## src/sv/cfrs_pkg.sv

```systemverilog
`default_nettype none
package cfrs_pkg;

    // field widths
    localparam int TW   = 18;   // thickness
    localparam int BW   = 19;   // bed / sea elevation
    localparam int DW   = 48;   // stress words
    localparam int FW   = 32;   // prescribed velocity
    localparam int CDW  = 32;   // config data
    localparam int CIW  = 3;    // config index

    localparam logic [TW-1:0] ICE_MIN   = 18'd16;
    localparam logic [TW-1:0] THICK_MIN = 18'd1600;

    // divider geometry
    localparam int QB   = 49;       // quotient bits kept before saturation
    localparam int NW   = 77;       // numerator magnitude
    localparam int DENW = 39;       // 2048 * ro * dx
    localparam int DL   = QB + 1;   // divider register stages

    localparam int QDEPTH_DEF = 4;

    // item kinds
    localparam logic [1:0] K_PASS  = 2'd0;
    localparam logic [1:0] K_ZERO  = 2'd1;
    localparam logic [1:0] K_FIXED = 2'd2;
    localparam logic [1:0] K_FRONT = 2'd3;

    // front classes
    localparam logic [1:0] C_FLOAT  = 2'd0;
    localparam logic [1:0] C_CLIFF  = 2'd1;
    localparam logic [1:0] C_MARINE = 2'd2;

    // register indexes
    localparam logic [CIW-1:0] R_SEA   = 3'd0;
    localparam logic [CIW-1:0] R_RI    = 3'd1;
    localparam logic [CIW-1:0] R_RO    = 3'd2;
    localparam logic [CIW-1:0] R_G     = 3'd3;
    localparam logic [CIW-1:0] R_DX    = 3'd4;
    localparam logic [CIW-1:0] R_DY    = 3'd5;
    localparam logic [CIW-1:0] R_SCALE = 3'd6;

    typedef struct packed {
        logic signed [BW-1:0] sea;
        logic [9:0]           ri;
        logic [10:0]          ro;     // never zero
        logic [13:0]          g;
        logic [16:0]          dx;     // never zero
        logic [16:0]          dy;     // never zero
        logic [31:0]          scale;
    } t_cfg;

    typedef struct packed {
        logic [1:0]           kind;
        logic signed [1:0]    kx;
        logic signed [1:0]    ky;
        logic                 flt;
        logic [TW-1:0]        thick;
        logic signed [BW-1:0] bed;
        logic signed [DW-1:0] pu;
        logic signed [DW-1:0] pv;
    } t_item;

    typedef struct packed {
        logic [1:0]           kind;
        logic signed [1:0]    kx;
        logic signed [1:0]    ky;
        logic                 nneg;
        logic signed [DW-1:0] pu;
        logic signed [DW-1:0] pv;
    } t_ctx;

    function automatic logic [DW-1:0] sat48(input logic [63:0] mag, input logic neg);
        logic [63:0] lim;
        logic [63:0] q;
        logic [63:0] r;
        lim = neg ? 64'h0000_8000_0000_0000 : 64'h0000_7FFF_FFFF_FFFF;
        q   = (mag > lim) ? lim : mag;
        r   = neg ? (~q + 64'd1) : q;
        return r[DW-1:0];
    endfunction

endpackage
`default_nettype wire

```

## src/sv/cfrs_queue.sv

```systemverilog
`default_nettype none
module cfrs_queue #(
    parameter int DEPTH = cfrs_pkg::QDEPTH_DEF
) (
    input  logic            i_clk,
    input  logic            i_rst_n,
    input  logic            i_vld,
    output logic            o_rdy,
    input  cfrs_pkg::t_item i_item,
    output logic            o_vld,
    input  logic            i_rdy,
    output cfrs_pkg::t_item o_item
);
    import cfrs_pkg::*;

    localparam int AW = $clog2(DEPTH);
    localparam int CW = $clog2(DEPTH + 1);

    t_item          r_mem [DEPTH];
    logic [AW-1:0]  r_wp, r_rp;
    logic [CW-1:0]  r_cnt;
    logic           push, pop;

    assign o_rdy  = r_cnt != CW'(DEPTH);
    assign o_vld  = r_cnt != '0;
    assign o_item = r_mem[r_rp];
    assign push   = i_vld && o_rdy;
    assign pop    = o_vld && i_rdy;

    always_ff @(posedge i_clk) begin
        if (!i_rst_n) begin
            r_wp  <= '0;
            r_rp  <= '0;
            r_cnt <= '0;
        end else begin
            if (push) begin
                r_wp <= (r_wp == AW'(DEPTH - 1)) ? '0 : r_wp + 1'b1;
            end
            if (pop) begin
                r_rp <= (r_rp == AW'(DEPTH - 1)) ? '0 : r_rp + 1'b1;
            end
            if (push && !pop) begin
                r_cnt <= r_cnt + 1'b1;
            end else if (pop && !push) begin
                r_cnt <= r_cnt - 1'b1;
            end
        end
    end

    always_ff @(posedge i_clk) begin
        if (push) begin
            r_mem[r_wp] <= i_item;
        end
    end

endmodule
`default_nettype wire

```

## config.mk

```make
export PLATFORM = sky130hd
export DESIGN_NAME = cfrs_queue
export DESIGN_NICKNAME = d
export VERILOG_FILES = /design/src/sv/cfrs_pkg.sv /design/src/sv/cfrs_queue.sv
export SDC_FILE = /design/constraint.sdc
export NUM_CORES = 1
export LEC_CHECK = 0
export ABC_AREA = 1
export BUFFER_PORTS_ARGS = -buffer_cell sky130_fd_sc_hd__buf_2
export CORE_MARGIN = 5
export CORE_UTILIZATION = 52
export DETAILED_ROUTE_END_ITERATION = 16
export PLACE_DENSITY = 0.79
export SLEW_MARGIN = 20
export SYNTH_ARGS = -nofsm -noshare
export SYNTH_HDL_FRONTEND = slang
export SYNTH_SLANG_ARGS = --single-unit
```

## constraint.sdc

```tcl
create_clock -name i_clk -period 8.58 [get_ports i_clk]
set_input_delay 1.716 -clock i_clk [delete_from_list [all_inputs] [get_ports i_clk]]
set_output_delay 1.716 -clock i_clk [all_outputs]
set_load 0.005 [all_outputs]
```

==> impl_metrics.ini <==
[synthesis]
synth-compound-area-share_pct = 10.8
yosys_warnings = 0
yosys.cell_types.count = 21
synth_mux_area_share_pct = 0
yosys.area_share.adder_pct = 0.448
synthSimpleGateAreaFrac_pct = 5.61
ys_seq_area_share_pct = 80.1
synth_xor_area_share_pct = 0
syn_area_per_cell_um2 = 14.9
synth-seq-cells = 569
syn_area_um2 = 21200
synth_top_family_by_area = compound AO/OA/AOI/OAI gates
synth_fp_nets = 1574
synth_cells = 1423

[detailed_routing]
via_per_inst = 5.68
drc_errors = 0
postRouteAntennaNets = 0
wl_mm = 46.6
via_count = 12900
avgRoutedWirePerCell_um = 20.5
dr.pass1.iters = 5
drt_iter0_drc = 1161

[timing]
finalSetupViolCount = 0
slew_violations = 0
worst_slew_pin_slew_ns = 1.11
finalCriticalPeriod_ns = 5.10
clock.fmax_mhz = 196
rsz0062_at_grt = false
max-slew-margin-rel_pct = 26.3
setup-tns-final_ns = 0
final_hold_viol_count = 0
skew_ns = 0.0138
post-route-period-util_pct = 59.4

[cts]
cts_setup_buffers = 0
cts_resized = 0
holdBufCountCts = 0
root_buffer = clkbuf_16
cts_made_buffers = 54
cts.sinks = 569
path_clk_slew_ns = 0.06
htreeDepth = 2
tritoncts = yes
insertion_delay_ns = 0.59
clk_path_buf_depth = 3

[floorplanning]
start_util_pct = 52.2
fp.dieH_um = 212
io_pins = 286
die-area_um2 = 44900
core_area_um2 = 40600
rows = 74
die_w_um = 212

[final_layout]
finalNetCount = 1841
mostFrequentLayoutCell = edfxtp_1
stdcell_count = 2271
final_cell_mix = edfxtp_1 (560), nor2_1 (293), buf_2 (285)
drive_gt1_share_pct = 22.1
regArea_um2 = 17000
fillers = 3001
syn2layout_area_growth_pct = 16.2
multiInputGateArea_um2 = 3610

[place]
hpwl_mm = 25.9
dp_cells = 2165
gp_congestion = 0.771
numPortBuffers = 285

[grt]
antenna_found_initial = 14
grt_pass1_vias = 12600
grt_use_total_pct = 19.9
grt_max_degree = 196
grt_pass1_wl_mm = 69.5
gr-total-overflow = 0

[hold_path]
hp-class = flop to flop

[worst_setup_path]
crit_arrival_ns = 3.38
cp_max_fo = 132
crit_chain = inv_8, buf_16, buf_4, o21ai_0, o22ai_1, buf_2
crit_path_max_incr_delay_ns = 0.76
critPathLaunchType = flop
slowest_stage = buf_4
end_kind = output pin
critical_path_class = flop to output pin
worst_ep_required_time_ns = 6.86

[pwr]
ir_worst_vdd_mv = 0.210
powerDensity_nw_per_um2 = 308
p_leak_nw = 8.58
p_total_mw = 7.59

[outcome]
status = complete, no violations

[job]
cap_violations = 0
## sequential cells by signal, indices dropped and copies added (netlist names), named ones only
| signal | cells |
|---|---|
| r_rp | 2 |
| r_wp | 2 |
| r_mem | 560 |
| r_cnt | 3 |
## synthesized netlist by cell type
cell	count	area, um2
buf_6	21	236
nor2_1	297	1110
inv_2	1	3.75
o21ai_0	222	1110
buf_4	3	22.5
buf_2	31	155
nand4_1	1	6.26
edfxtp_1	560	16800
o22ai_1	140	876
ha_1	6	75.1
inv_6	1	8.76
nand3b_1	1	7.51
inv_1	15	56.3
nand3_1	1	5.00
o21ai_1	60	300
a21oi_1	2	10.0
nand2_1	15	56.3
buf_8	2	30.0
dfxtp_1	9	180
clkbuf_1	34	128
fa_1	1	20.0
## routing by layer
layer | track usage [%] | routed length (um) | vias to the layer above
met5 | 0 | 115 | -
met4 | 7.02 | 1240 | 18
met3 | 5.47 | 4280 | 98
met2 | 32.7 | 22700 | 522
met1 | 26.0 | 18300 | 6351
li1 | - | - | 5914
## metrics by stage
step	worst slack [ns]	hold slack (ns)	utilization, %	cell area (um2)
4_1_cts	3.35	0.529	60.5	24600
3_5_place_dp	3.97	0.519	56.3	22900
6_report	3.48	0.521	60.6	24700
3_3_place_gp	4.05	0.492	56.3	22900
5_1_grt	3.17	0.562	60.6	24600
2_1_floorplan	0.265	0.480	-	21200
## area by class of cell
cell class | count | share of cell area (%)
Timing Repair Buffer | 302 | 6.39
Tap cell | 532 | 2.70
Multi-Input combinational cell | 746 | 14.7
Antenna cell | 7 | 0.0711
Clock buffer | 70 | 5.98
Inverter | 17 | 0.299
Clock inverter | 28 | 0.929
Sequential cell | 569 | 69.0
## kinds of logic (layout without fill, tap and decap cells)
| group | Yosys count | count (layout) |
|---|---|---|
| other | 0 | 7 |
| flip-flops | 569 | 569 |
| AND/OR/NAND/NOR | 315 | 315 |
| buffers and inverters | 108 | 417 |
| AO/OA/AOI/OAI | 424 | 424 |
| adder cells (fa/ha/maj) | 7 | 7 |
## final timing paths
path                            startpoint            end  slack, ns  cells after the start
worst max register to register    r_cnt[0]  r_mem[1][115]       5.41                      6
worst min register to register    r_cnt[0]       r_cnt[0]       0.52                      2
worst max-delay path                  flop     o_item[11]       3.48                      6
worst min-delay path              r_cnt[0]       r_cnt[0]       0.52                      2
## power by group
group / switching [mW] / internal, mW
sequential: 0.126 / 3.39
combinational: 1.18 / 0.617
clock: 0.960 / 1.32
total: 2.26 / 5.33
## worst max-delay path, delay by kind of cell (launching register included)
kind | cells | cell delay (ns)
buffers and inverters | 4 | 1.68
DFF | 1 | 0.51
AOI/OAI and AO/OA | 2 | 0.44
(Power assumes the default switching activity.)
