$ cat src/sv/cfrs_pkg.sv
`default_nettype none
package cfrs_pkg;

    // field widths
    localparam int TW   = 18;   // thickness
    localparam int BW   = 19;   // bed / sea elevation
    localparam int DW   = 48;   // stress words
    localparam int FW   = 32;   // prescribed velocity
    localparam int CDW  = 32;   // config data
    localparam int CIW  = 3;    // config index

    localparam logic [TW-1:0] ICE_MIN   = 18'd16;
    localparam logic [TW-1:0] THICK_MIN = 18'd1600;

    // divider geometry
    localparam int QB   = 49;       // quotient bits kept before saturation
    localparam int NW   = 77;       // numerator magnitude
    localparam int DENW = 39;       // 2048 * ro * dx
    localparam int DL   = QB + 1;   // divider register stages

    localparam int QDEPTH_DEF = 4;

    // item kinds
    localparam logic [1:0] K_PASS  = 2'd0;
    localparam logic [1:0] K_ZERO  = 2'd1;
    localparam logic [1:0] K_FIXED = 2'd2;
    localparam logic [1:0] K_FRONT = 2'd3;

    // front classes
    localparam logic [1:0] C_FLOAT  = 2'd0;
    localparam logic [1:0] C_CLIFF  = 2'd1;
    localparam logic [1:0] C_MARINE = 2'd2;

    // register indexes
    localparam logic [CIW-1:0] R_SEA   = 3'd0;
    localparam logic [CIW-1:0] R_RI    = 3'd1;
    localparam logic [CIW-1:0] R_RO    = 3'd2;
    localparam logic [CIW-1:0] R_G     = 3'd3;
    localparam logic [CIW-1:0] R_DX    = 3'd4;
    localparam logic [CIW-1:0] R_DY    = 3'd5;
    localparam logic [CIW-1:0] R_SCALE = 3'd6;

    typedef struct packed {
        logic signed [BW-1:0] sea;
        logic [9:0]           ri;
        logic [10:0]          ro;     // never zero
        logic [13:0]          g;
        logic [16:0]          dx;     // never zero
        logic [16:0]          dy;     // never zero
        logic [31:0]          scale;
    } t_cfg;

    typedef struct packed {
        logic [1:0]           kind;
        logic signed [1:0]    kx;
        logic signed [1:0]    ky;
        logic                 flt;
        logic [TW-1:0]        thick;
        logic signed [BW-1:0] bed;
        logic signed [DW-1:0] pu;
        logic signed [DW-1:0] pv;
    } t_item;

    typedef struct packed {
        logic [1:0]           kind;
        logic signed [1:0]    kx;
        logic signed [1:0]    ky;
        logic                 nneg;
        logic signed [DW-1:0] pu;
        logic signed [DW-1:0] pv;
    } t_ctx;

    function automatic logic [DW-1:0] sat48(input logic [63:0] mag, input logic neg);
        logic [63:0] lim;
        logic [63:0] q;
        logic [63:0] r;
        lim = neg ? 64'h0000_8000_0000_0000 : 64'h0000_7FFF_FFFF_FFFF;
        q   = (mag > lim) ? lim : mag;
        r   = neg ? (~q + 64'd1) : q;
        return r[DW-1:0];
    endfunction

endpackage
`default_nettype wire

$ cat src/sv/cfrs_front.sv
`default_nettype none
module cfrs_front (
    input  logic                         i_clk,
    input  logic                         i_rst_n,
    input  cfrs_pkg::t_cfg               i_cfg,
    input  logic                         i_vld,
    output logic                         o_rdy,
    input  logic [cfrs_pkg::TW-1:0]      i_thick_c,
    input  logic [cfrs_pkg::TW-1:0]      i_thick_e,
    input  logic [cfrs_pkg::TW-1:0]      i_thick_w,
    input  logic [cfrs_pkg::TW-1:0]      i_thick_n,
    input  logic [cfrs_pkg::TW-1:0]      i_thick_s,
    input  logic signed [cfrs_pkg::BW-1:0] i_bed,
    input  logic signed [cfrs_pkg::DW-1:0] i_drive_u,
    input  logic signed [cfrs_pkg::DW-1:0] i_drive_v,
    input  logic                         i_fixed_flag,
    input  logic signed [cfrs_pkg::FW-1:0] i_fixed_u,
    input  logic signed [cfrs_pkg::FW-1:0] i_fixed_v,
    output logic                         o_vld,
    input  logic                         i_rdy,
    output cfrs_pkg::t_item              o_item
);
    import cfrs_pkg::*;

    logic ie, iw, inn, is;
    logic signed [1:0]  kx, ky;
    logic signed [19:0] sb;
    logic signed [31:0] sbro;
    logic [27:0]        rih;
    t_item n_item;
    t_item r_item;
    logic  r_vld;

    always_comb begin
        ie   = i_thick_e > ICE_MIN;
        iw   = i_thick_w > ICE_MIN;
        inn  = i_thick_n > ICE_MIN;
        is   = i_thick_s > ICE_MIN;
        kx   = $signed({1'b0, iw}) - $signed({1'b0, ie});
        ky   = $signed({1'b0, is}) - $signed({1'b0, inn});
        // floating when (S-B)*ro > ri*H
        sb   = $signed({i_cfg.sea[BW-1], i_cfg.sea}) - $signed({i_bed[BW-1], i_bed});
        sbro = sb * $signed({1'b0, i_cfg.ro});
        rih  = i_cfg.ri * i_thick_c;

        n_item       = '0;
        n_item.kx    = kx;
        n_item.ky    = ky;
        n_item.flt   = sbro > $signed({4'b0000, rih});
        n_item.thick = i_thick_c;
        n_item.bed   = i_bed;
        priority if (i_fixed_flag) begin
            n_item.kind = K_FIXED;
            n_item.pu   = {{(DW-FW){i_fixed_u[FW-1]}}, i_fixed_u};
            n_item.pv   = {{(DW-FW){i_fixed_v[FW-1]}}, i_fixed_v};
        end else if (i_thick_c <= ICE_MIN) begin
            n_item.kind = K_ZERO;
        end else if (i_thick_c > THICK_MIN && !(ie && iw && inn && is)) begin
            n_item.kind = K_FRONT;
        end else begin
            n_item.kind = K_PASS;
            n_item.pu   = i_drive_u;
            n_item.pv   = i_drive_v;
        end
    end

    assign o_rdy  = !r_vld || i_rdy;
    assign o_vld  = r_vld;
    assign o_item = r_item;

    always_ff @(posedge i_clk) begin
        if (!i_rst_n) begin
            r_vld <= 1'b0;
        end else if (o_rdy) begin
            r_vld <= i_vld;
        end
    end

    always_ff @(posedge i_clk) begin
        if (i_vld && o_rdy) begin
            r_item <= n_item;
        end
    end

endmodule
`default_nettype wire

$ cat config.mk
export PLATFORM = sky130hd
export DESIGN_NAME = cfrs_front
export DESIGN_NICKNAME = d
export VERILOG_FILES = /design/src/sv/cfrs_pkg.sv /design/src/sv/cfrs_front.sv
export SDC_FILE = /design/constraint.sdc
export NUM_CORES = 1
export LEC_CHECK = 0
export ABC_AREA = 0
export BUFFER_PORTS_ARGS = -buffer_cell sky130_fd_sc_hd__buf_2
export CORE_AREA = 3 3 207 209
export CTS_BUF_LIST = sky130_fd_sc_hd__clkbuf_4
export DETAILED_ROUTE_END_ITERATION = 8
export DIE_AREA = 0 0 210 212
export PLACE_DENSITY = 0.75
export SKIP_LAST_GASP = 1
export SYNTH_ARGS = -nofsm -noshare
export SYNTH_HDL_FRONTEND = slang
export SYNTH_SLANG_ARGS = --single-unit
$ cat constraint.sdc
create_clock -name i_clk -period 12.99 [get_ports i_clk]
set_input_delay 0.6495 -clock i_clk [delete_from_list [all_inputs] [get_ports i_clk]]
set_output_delay 0.6495 -clock i_clk [all_outputs]
set_load 0.01 [all_outputs]
==> flow_summary.toml <==
[outcome]
status = "completed"

[die]
die_x_um = 210
dieArea_sq_mm = 0.0445
initial_core_util_pct = 50.5
die_y_um = 212
core_sq_mm = 0.0410
ios = 536
num_rows = 74

[detailed_routing]
drtIter0Drc = 901
drt-pass1-iter-count = 6
vias = 16700
drt-total-wl_um = 55200
drcViolationCount = 0
ant_nets = 0
wire_per_inst_um = 17.5
vias_per_cell = 5.31

[clock_network]
clock_latency_ns = 0.63
cts_resized = 0
cts_tree = "built"
cts.clk_slew.worst_paths_ns = 0.16
cts_hold_buf = 0
cts.sinks = 141
cts-root-buf = "clkbuf_4"
cts_buffers = 17
htree_levels = 4
cts_buffer_depth = 2
post_cts_buffers = 0

[grt]
first_global_vias = 17700
grt_usage_pct = 25.2
grt_pass1_wl_um = 88700
grt_overflow = 0
antenna_found_initial = 9
grt_start_max_net_pins = 130

[layout]
multiInputGateArea_sq_mm = 0.0145
fill_cells = 3600
final-seq-area_sq_mm = 0.00422
finish.utilization_pct = 57.3
layout-drive-gt1-share_pct = 19.0
nNetsFinal = 3508
area_growth_pct = 13.6

[synth]
synth_top_family_by_area = "adder cells"
async_flop_share_pct = 0
synth_xor_area_share_pct = 2.88
synth-simple-area-share_pct = 15.7
synth_most_common_cell = "nand2_1"
yosys.area.top_type_share_pct = 31.3
synthFlopType = "edfxtp_1"
synth-compound-area-share_pct = 9.11
ys_seq_area_share_pct = 20.4
ys_top_cells_by_count = "nand2_1, inv_1, fa_1"
synth.mux.area_fraction_pct = 0.0484
yosys.area.top_type = "fa_1"
yosysUniqueCellTypes = 61
netlist_instances = 2234
synthAdderAreaFrac_pct = 42.4
yosys_warnings = 0
synth.avg_cell_area_sq_um = 9.26
synth-seq-cells = 141
synth_nets = 3135
yosys-top-cells-area = "fa_1, edfxtp_1, ha_1"
synth_edf_count = 140
netlist_area_sq_mm = 0.0207

[sta]
relSlewSlack_pct = 23.7
hold_viol_final = 0
final.min_clock_period_ns = 9.77
worst_pin_slew_ns = 1.14
setup_slack_ns = 3.22
skew_ns = 0.0343
slew_violations = 0
finalSetupViolations = 0
max_freq_mhz = 102
fin_crit_sh_pct = 75.2
rsz0062_at_grt = "false"
tns_ns = 0

[critical_path]
critPathMostFrequentCell = "fa_1"
worst_setup_path_end_kind = "flip-flop"
crit_required_ns = 13.48
critPathKind = "input pin to flip-flop"
critical-path-slowest-cell = "xnor2_1"
slowest_delay_ns = 0.78
critical_path_arrival_ns = 10.26
cp_max_fo = 11
startpoint_type = "input pin"

[place]
place_hpwl_um = 44900
post-place-ws_ns = 2.81
gp_congestion = 0.932
port_buffers = 455

[min_path]
holdCritPathClass = "input pin to flip-flop"

[flow_run]
maxCapViolCount = 0
registers in the layout, indices dropped and copies added, names as in the netlist:
signal  count
o_item    140
o_vld       1
cells by family (layout without fill, tap and decap cells):
kind of cell,count (synthesis),count (layout)
buf+inv,512,898
compound gates,300,300
xor+xnor,68,68
simple gates,705,705
mux,1,1
fa+ha+maj,507,507
flops,141,141
other cells,0,3
cells in the final DEF, fill, tap and decap left out, types with 4 or more instances in the layout:
master	Yosys	routed
buf_2	5	454
xnor2_1	46	46
and3_1	7	7
a21o_1	58	58
o21a_1	13	13
a211oi_1	9	9
o211ai_1	8	8
o21bai_1	10	10
nand2_1	427	427
o21ai_0	93	93
xor2_1	22	22
clkbuf_4	0	20
nor3_1	18	18
fa_1	324	324
buf_4	0	5
clkinvlp_4	0	4
a31oi_1	7	7
nor2_1	38	38
and2_1	135	134
nand3_1	12	12
ha_1	183	183
nand4_1	13	13
nor2b_1	18	18
inv_1	407	407
nor4_1	10	10
edfxtp_1	140	140
a21oi_1	65	65
or4_1	5	5
nand2b_1	12	12
o41ai_1	4	4
per-layer routing:
layer,vias up,track usage (%),routed length (um)
li1,7788,-,-
met1,8339,29.1,20900
met2,497,46.8,29600
met3,108,4.09,2810
met4,12,9.88,1840
met5,-,0,77
metrics by stage:
step	instance area (sq um)	hold WS, ns	std cells
3_3_place_gp	23200	0.510	3120
2_1_floorplan	20700	0.610	2234
4_1_cts	23500	0.112	3152
5_1_grt	23500	0.128	3155
3_5_place_dp	23200	0.542	3120
6_report	23500	0.190	3155
worst paths after layout:
path	startpoint	cells past startpoint	slack, ns	end
max	i_cfg[101]	37	3.22	o_item[133]
min	i_bed[9]	1	0.19	o_item[105]
max reg2reg	o_vld	3	10.39	o_item[136]
min reg2reg	o_vld	2	0.55	o_vld
critical path, delay by kind of cell:
kind | cells | cell delay, ns
fa+ha+maj | 9 | 3.71
compound gates | 15 | 3.25
simple gates | 5 | 1.44
xor+xnor | 2 | 0.87
buf+inv | 6 | 0.36
cell type report:
type	count	share of cell area, %
tap	532	2.83
multi-input combinational	1581	61.7
antenna	3	0.0319
timing repair buffer	459	9.83
clock inverter	12	0.484
sequential	141	18.0
inverter	407	6.50
clock buffer	20	0.639
Power is not shown: default switching activity piles up to over one toggle a cycle in this logic, so the estimate is an artifact.
